## src/stpe_pkg.sv

```systemverilog
// Shared types, constants and codes for the sparse trivariate polynomial evaluator.
package stpe_pkg;

    localparam int EXP_BITS_DEF = 4;
    localparam int COEF_W       = 16;
    localparam int POINT_W      = 16;
    localparam int SUM_W        = 32;
    localparam int CFG_IDX_W    = 2;

    // Configuration register indexes
    localparam logic [CFG_IDX_W-1:0] REG_X_POINT = 2'd0;
    localparam logic [CFG_IDX_W-1:0] REG_Y_POINT = 2'd1;
    localparam logic [CFG_IDX_W-1:0] REG_Z_POINT = 2'd2;

    typedef enum logic [1:0] {
        VAR_X,
        VAR_Y,
        VAR_Z
    } t_var;

    typedef enum logic [1:0] {
        ST_IDLE,
        ST_LOAD,
        ST_STEP,
        ST_ACC
    } t_state;

    typedef struct packed {
        logic load_item;
        logic load_var;
        t_var var_sel;
        logic mul_term;
        logic square;
        logic accum;
    } t_dp_cmd;

    typedef struct packed {
        logic exp_zero;
        logic exp_lsb;
        logic last;
        logic out_free;
    } t_dp_status;

endpackage

```

## src/stpe_ctrl.sv

```systemverilog
// Sequencer for the evaluator: walks the three powers bit by bit on the shared multiplier.
module stpe_ctrl (
    input  logic                 i_clk,
    input  logic                 i_rst_n,
    input  logic                 i_s_tvalid,
    output logic                 o_s_tready,
    input  stpe_pkg::t_dp_status i_status,
    output stpe_pkg::t_dp_cmd    o_cmd
);

    stpe_pkg::t_state r_state, n_state;
    stpe_pkg::t_var   r_var, n_var;

    always_ff @(posedge i_clk) begin
        if (!i_rst_n) begin
            r_state <= stpe_pkg::ST_IDLE;
            r_var   <= stpe_pkg::VAR_X;
        end else begin
            r_state <= n_state;
            r_var   <= n_var;
        end
    end

    always_comb begin
        n_state        = r_state;
        n_var          = r_var;
        o_cmd          = '0;
        o_cmd.var_sel  = r_var;
        o_s_tready     = 1'b0;
        unique case (r_state)
            stpe_pkg::ST_IDLE: begin
                o_s_tready = 1'b1;
                if (i_s_tvalid) begin
                    o_cmd.load_item = 1'b1;
                    n_var           = stpe_pkg::VAR_X;
                    n_state         = stpe_pkg::ST_LOAD;
                end
            end
            stpe_pkg::ST_LOAD: begin
                o_cmd.load_var = 1'b1;
                n_state        = stpe_pkg::ST_STEP;
            end
            stpe_pkg::ST_STEP: begin
                if (i_status.exp_zero) begin
                    // power done: advance to the next variable or accumulate
                    unique case (r_var)
                        stpe_pkg::VAR_X: begin
                            n_var   = stpe_pkg::VAR_Y;
                            n_state = stpe_pkg::ST_LOAD;
                        end
                        stpe_pkg::VAR_Y: begin
                            n_var   = stpe_pkg::VAR_Z;
                            n_state = stpe_pkg::ST_LOAD;
                        end
                        default: begin
                            n_state = stpe_pkg::ST_ACC;
                        end
                    endcase
                end else if (i_status.exp_lsb) begin
                    o_cmd.mul_term = 1'b1;
                end else begin
                    o_cmd.square = 1'b1;
                end
            end
            stpe_pkg::ST_ACC: begin
                // on the last term, hold while a finished sum still sits in the output register untaken
                if (!i_status.last || i_status.out_free) begin
                    o_cmd.accum = 1'b1;
                    n_state     = stpe_pkg::ST_IDLE;
                end
            end
            default: begin
                n_state = stpe_pkg::ST_IDLE;
            end
        endcase
    end

endmodule

```

## src/stpe_dp.sv

```systemverilog
// Datapath of the evaluator: point registers, shared multiplier, term, accumulator, output word.
module stpe_dp #(
    parameter int EXP_BITS = stpe_pkg::EXP_BITS_DEF
) (
    input  logic                               i_clk,
    input  logic                               i_rst_n,
    input  stpe_pkg::t_dp_cmd                  i_cmd,
    output stpe_pkg::t_dp_status               o_status,
    input  logic signed [stpe_pkg::COEF_W-1:0] i_coefficient,
    input  logic [EXP_BITS-1:0]                i_x_exponent,
    input  logic [EXP_BITS-1:0]                i_y_exponent,
    input  logic [EXP_BITS-1:0]                i_z_exponent,
    input  logic                               i_last_term,
    input  logic                               i_cfg_we,
    input  logic [stpe_pkg::CFG_IDX_W-1:0]     i_cfg_index,
    input  logic [stpe_pkg::POINT_W-1:0]       i_cfg_data,
    input  logic                               i_m_tready,
    output logic                               o_m_tvalid,
    output logic [stpe_pkg::SUM_W-1:0]         o_m_tdata
);

    logic signed [stpe_pkg::POINT_W-1:0] r_x_point, r_y_point, r_z_point;
    logic [EXP_BITS-1:0]                 r_ex, r_ey, r_ez, r_exp;
    logic                                r_last;
    logic [stpe_pkg::SUM_W-1:0]          r_term, r_base, r_sum, r_out;
    logic                                r_out_valid;

    logic signed [stpe_pkg::POINT_W-1:0] sel_point;
    logic [EXP_BITS-1:0]                 sel_exp;
    logic [stpe_pkg::SUM_W-1:0]          mul_a, product, sum_new;
    logic                                out_free;

    always_ff @(posedge i_clk) begin
        if (!i_rst_n) begin
            r_x_point <= '0;
            r_y_point <= '0;
            r_z_point <= '0;
        end else if (i_cfg_we) begin
            unique case (i_cfg_index)
                stpe_pkg::REG_X_POINT: r_x_point <= i_cfg_data;
                stpe_pkg::REG_Y_POINT: r_y_point <= i_cfg_data;
                stpe_pkg::REG_Z_POINT: r_z_point <= i_cfg_data;
                default: ;
            endcase
        end
    end

    always_comb begin
        unique case (i_cmd.var_sel)
            stpe_pkg::VAR_X: begin
                sel_point = r_x_point;
                sel_exp   = r_ex;
            end
            stpe_pkg::VAR_Y: begin
                sel_point = r_y_point;
                sel_exp   = r_ey;
            end
            default: begin
                sel_point = r_z_point;
                sel_exp   = r_ez;
            end
        endcase
    end

    // one shared 32x32 multiplier, low word only
    assign mul_a    = i_cmd.mul_term ? r_term : r_base;
    assign product  = mul_a * r_base;
    assign sum_new  = r_sum + r_term;
    assign out_free = !r_out_valid || i_m_tready;

    always_ff @(posedge i_clk) begin
        if (i_cmd.load_item) begin
            r_term <= stpe_pkg::SUM_W'(i_coefficient);
            r_ex   <= i_x_exponent;
            r_ey   <= i_y_exponent;
            r_ez   <= i_z_exponent;
            r_last <= i_last_term;
        end else if (i_cmd.mul_term) begin
            r_term <= product;
        end
        if (i_cmd.load_var) begin
            r_base <= stpe_pkg::SUM_W'(sel_point);
            r_exp  <= sel_exp;
        end else if (i_cmd.mul_term) begin
            r_exp[0] <= 1'b0;
        end else if (i_cmd.square) begin
            r_base <= product;
            r_exp  <= r_exp >> 1;
        end
        if (i_cmd.accum && r_last) begin
            r_out <= sum_new;
        end
    end

    always_ff @(posedge i_clk) begin
        if (!i_rst_n) begin
            r_sum       <= '0;
            r_out_valid <= 1'b0;
        end else begin
            if (i_cmd.accum) begin
                r_sum <= r_last ? '0 : sum_new;
            end
            if (i_cmd.accum && r_last) begin
                r_out_valid <= 1'b1;
            end else if (i_m_tready) begin
                r_out_valid <= 1'b0;
            end
        end
    end

    assign o_status.exp_zero = (r_exp == '0);
    assign o_status.exp_lsb  = r_exp[0];
    assign o_status.last     = r_last;
    assign o_status.out_free = out_free;

    assign o_m_tvalid = r_out_valid;
    assign o_m_tdata  = r_out;

endmodule

```

## src/sparse_trivariate_poly_eval.sv

```systemverilog
// Top level of the sparse trivariate polynomial evaluator.
//
// Usage: set the evaluation point through the configuration channel (index 0 = x,
// 1 = y, 2 = z, 16-bit signed data; other indexes are ignored), then stream the
// terms of a polynomial on the slave channel, one word per term. Each word holds
// a signed 16-bit coefficient and three EXP_BITS-wide exponents; tlast marks the
// final term. After the final term the wrapped 32-bit value of the polynomial
// comes out as one word on the master channel, and the accumulator starts over.
// A new term is accepted only after the previous one has been accumulated. Each
// exponent is worked off by square-and-multiply, one multiply per cycle on a
// single shared 32x32 multiplier. The sum is registered and appears on the master
// channel in the cycle after the last term is accumulated.
// Reset (synchronous, active low) clears the point registers, the running sum and
// the output valid flag. A stalled receiver does not block input: the block keeps
// accepting terms while a finished sum waits, and only holds in its final step
// when a second finished sum would overwrite one not yet taken.
module sparse_trivariate_poly_eval #(
    parameter int  EXP_BITS  = stpe_pkg::EXP_BITS_DEF,
    localparam int S_TDATA_W = ((stpe_pkg::COEF_W + 3 * EXP_BITS + 7) / 8) * 8
) (
    input  logic                           i_clk,
    input  logic                           i_rst_n,
    // slave stream: terms
    input  logic                           i_s_tvalid,
    output logic                           o_s_tready,
    // tdata, low bit up: coefficient, x_exponent, y_exponent, z_exponent, zero pad
    input  logic [S_TDATA_W-1:0]           i_s_tdata,
    input  logic                           i_s_tlast,   // last_term
    // master stream: results
    output logic                           o_m_tvalid,
    input  logic                           i_m_tready,
    // tdata, low bit up: poly_value
    output logic [stpe_pkg::SUM_W-1:0]     o_m_tdata,
    // configuration write channel
    input  logic                           i_cfg_valid,
    output logic                           o_cfg_ready,
    input  logic [stpe_pkg::CFG_IDX_W-1:0] i_cfg_index,
    input  logic [stpe_pkg::POINT_W-1:0]   i_cfg_data
);

    localparam int X_LSB = stpe_pkg::COEF_W;
    localparam int Y_LSB = X_LSB + EXP_BITS;
    localparam int Z_LSB = Y_LSB + EXP_BITS;

    stpe_pkg::t_dp_cmd    cmd;
    stpe_pkg::t_dp_status status;

    // configuration registers always take a write
    assign o_cfg_ready = 1'b1;

    stpe_ctrl u_ctrl (
        .i_clk      (i_clk),
        .i_rst_n    (i_rst_n),
        .i_s_tvalid (i_s_tvalid),
        .o_s_tready (o_s_tready),
        .i_status   (status),
        .o_cmd      (cmd)
    );

    stpe_dp #(
        .EXP_BITS (EXP_BITS)
    ) u_dp (
        .i_clk         (i_clk),
        .i_rst_n       (i_rst_n),
        .i_cmd         (cmd),
        .o_status      (status),
        .i_coefficient (i_s_tdata[stpe_pkg::COEF_W-1:0]),
        .i_x_exponent  (i_s_tdata[X_LSB +: EXP_BITS]),
        .i_y_exponent  (i_s_tdata[Y_LSB +: EXP_BITS]),
        .i_z_exponent  (i_s_tdata[Z_LSB +: EXP_BITS]),
        .i_last_term   (i_s_tlast),
        .i_cfg_we      (i_cfg_valid),
        .i_cfg_index   (i_cfg_index),
        .i_cfg_data    (i_cfg_data),
        .i_m_tready    (i_m_tready),
        .o_m_tvalid    (o_m_tvalid),
        .o_m_tdata     (o_m_tdata)
    );

endmodule

```

## config.mk

```make
export PLATFORM = sky130hd
export DESIGN_NAME = sparse_trivariate_poly_eval
export DESIGN_NICKNAME = d
export VERILOG_FILES = /design/src/stpe_pkg.sv /design/src/stpe_ctrl.sv /design/src/stpe_dp.sv /design/src/sparse_trivariate_poly_eval.sv
export SDC_FILE = /design/constraint.sdc
export NUM_CORES = 2
export LEC_CHECK = 0
export ABC_AREA = 0
export BUFFER_PORTS_ARGS = -buffer_cell sky130_fd_sc_hd__buf_2
export CAP_MARGIN = 20
export CELL_PAD_IN_SITES_DETAIL_PLACEMENT = 0
export CELL_PAD_IN_SITES_GLOBAL_PLACEMENT = 1
export CORE_MARGIN = 3
export CORE_UTILIZATION = 55
export DETAILED_ROUTE_END_ITERATION = 7
export GPL_ROUTABILITY_DRIVEN = 0
export GPL_TIMING_DRIVEN = 0
export PLACE_DENSITY = 0.85
export SLEW_MARGIN = 0
export SYNTH_ARGS = -nofsm -noshare
export SYNTH_HDL_FRONTEND = slang
export SYNTH_SLANG_ARGS = --single-unit
```

## constraint.sdc

```tcl
create_clock -name i_clk -period 12.05 [get_ports i_clk]
set_input_delay 0 -clock i_clk [delete_from_list [all_inputs] [get_ports i_clk]]
set_output_delay 0 -clock i_clk [all_outputs]
set_load 0.05 [all_outputs]
```

==> metrics <==
Seq/Total Area, Yosys 0.201; # nets final 3434; hold_sp i_cfg_valid; most frequent cells in the layout fa_1 (409), nand2_1 (399), inv_1 (393); Synth cell types just under 70; DIE WIDTH 221 microns; YS warnings 0; RSZ-0062 raised after global routing false; via count 19600; CP Class reg2reg; post-synthesis mux area share 0.0224; period utilization 0.829; ANT nets after route 0; worst-margin pin slew 1.17 ns; Final HPWL DP 63900 microns; Fin Hold WS 0.0755 ns; XOR/XNOR share of the synthesized area 0.0387; Critical Path Fanout Max 10; Setup violations, final 0; GRT Total Usage 0.339; Fmax 0.100 GHz; CTS resizes 0; Crit. Startpoint u_dp.r_exp[0]; I/O pin total 91; Layout area overhead 9.31%; ys flop type edfxtp_1; Slew headroom 0.218; status complete, no violations; Congestion Overflow GR 0; first-pass GRT wire length 121000 microns; min-delay worst type in2reg; MaxCap Viol Count 0; Worst setup SP type flop; DR iter-0 viols about 1800; drc violations 0; Inserted Clock Buffers 17; Reg2Reg Launch Point u_dp.r_exp[0]; CP max stage cell o41ai_1; clock sinks between 150 and 200; clk_lat worst skew 0.46 ns; Mapped Cells 2659; required time of the critical path 12.24 ns; R2R depth 28; Post-Syn Area 25300 sq um; crit-path most repeated cell fa_1; WHS Endpoint u_dp.r_y_point[2]; Post-Syn Area per Cell 9.53 sq um; CP max stage delay between 0.7 and 0.8 ns; Compound-Gate Fraction of Synth Area 0.0901; vias in the first global route 20300; via-per-instance ratio 5.71; input/output buffers 84; final hold vios 0; Clock Skew 0.0136 ns; htree depth 4; Synth Register Bits between 150 and 200; Synth area leader fa_1; CP arrival 10.18 ns; ys async rst share 0; commonest non-fill, non-tap cell in the layout fa_1; Starting Density 0.557; r2r setup slk between 2 and 2.5 ns; largest net degree at the start of global routing 31; Max Slew Vio Count 0; clock tree buffer depth 2; crit end category flop; fraction of layout cells with a size suffix above 1 0.0569; Post-synth EDFFs 113; reg2reg end u_dp.r_term[31]; Post-Synth Adder-Cell Area 0.399; minimum clock period 9.99 ns; core area 45500 sq um; clk slew on worst S/H paths ~0.07 ns; largest family of logic cells by synthesized area adder cells; initial antenna violation count 3; Synth Net Count about 3300; Die Y between 200 and 250 microns; die footprint 48700 sq um; buffer type at the clock tree root clkbuf_16; post-synthesis simple-gate area fraction 0.168; WHS Path Cells 5; final wirelength 79200 microns; Synth top area share 0.323; Area contributors post-synth fa_1 (32%), edfxtp_1 (13%), ha_1 (7.6%); drt pass-1 iters 6; CTS tree done; row count 78; Setup TNS 0 ns; wire per inst 23.1 microns
## critical path: cells and delay by family, from the launching register on
| family | cells | cell delay [ns] |
|---|---|---|
| buffers and inverters | 9 | 2.02 |
| DFF | 1 | 0.48 |
| and+or+nand+nor | 3 | 0.55 |
| adders and majority gates | 9 | 4.34 |
| muxes | 1 | 0.25 |
| AOI/OAI and AO/OA | 5 | 1.76 |
| xor gates and xnor gates | 1 | 0.29 |
## synthesized netlist by cell type, drive strengths merged, types with 16 or more instances
library cell,number
fa,409
nand2,400
inv,393
and2,292
ha,154
clkbuf,131
edfxtp,113
o21ai,96
dfxtp,85
xnor2,77
a21boi,54
a21oi,51
nor2b,47
nor2,44
a21o,28
mux2i,27
a22oi,26
mux2,24
xor2,22
o21a,21
nand3,16
## worst max-delay path by stage
stage,cells past startpoint,end
6_report,28,u_dp.r_term[31]
5_1_grt,29,u_dp.r_term[29]
4_1_cts,28,u_dp.r_term[31]
3_5_place_dp,29,u_dp.r_term[29]
3_3_place_gp,29,u_dp.r_term[29]
2_1_floorplan,29,u_dp.r_term[29]
## cells by family after synthesis
family,count (synthesis)
compound gates,350
xor+xnor,104
fa+ha+maj,563
buf+inv,534
flops,198
mux,51
other cells,1
simple gates,858
## through the flow
step | util | worst slack (ns) | cell area (sq um) | instances
final | 0.609 | 2.06 | 27700 | 3431
after global routing | 0.609 | 1.83 | 27700 | 3429
after CTS | 0.609 | 2.30 | 27700 | 3428
after detailed placement | 0.585 | 2.34 | 26600 | 3347
after global placement | 0.583 | 2.42 | 26500 | 3343
after floorplan | - | 4.15 | 25300 | 2659
## routing by layer
layer	vias to the layer above	part of all wire	global-route usage
met5	-	0	0
met4	0	0.058	0.159
met3	235	0.096	0.0942
met2	924	0.45	0.526
met1	9741	0.40	0.445
li1	8674	-	-
## flip-flops by register name, summed over array words and instances, names as in the netlist, 16 cells and up
register and count:
u_dp.o_m_tdata 32, u_dp.r_z_point 16, u_dp.r_base 32, u_dp.r_y_point 16
u_dp.r_x_point 16, u_dp.r_sum 32, u_dp.r_term 32
## what timing repair did
action                                 in CTS  in global routing
hold buffers                               49                  0
endpoints found under the hold margin      77                  0
setup buffers                               0                  0
## layout make-up
class                           count  area (sq um)
Multi-Input combinational cell   1927         18200
Fill cell                        3920         17800
Sequential cell                   198          5090
Inverter                          393          1480
Timing Repair Buffer              137           988
Tap cell                          600           751
Buffer                            141           563
Clock buffer                       19           433
Clock inverter                     13           165
Antenna cell                        3          7.51
Power is left out: the tool's default activity adds up to more than one toggle a clock period on the data nets, which glitch-free logic cannot reach.
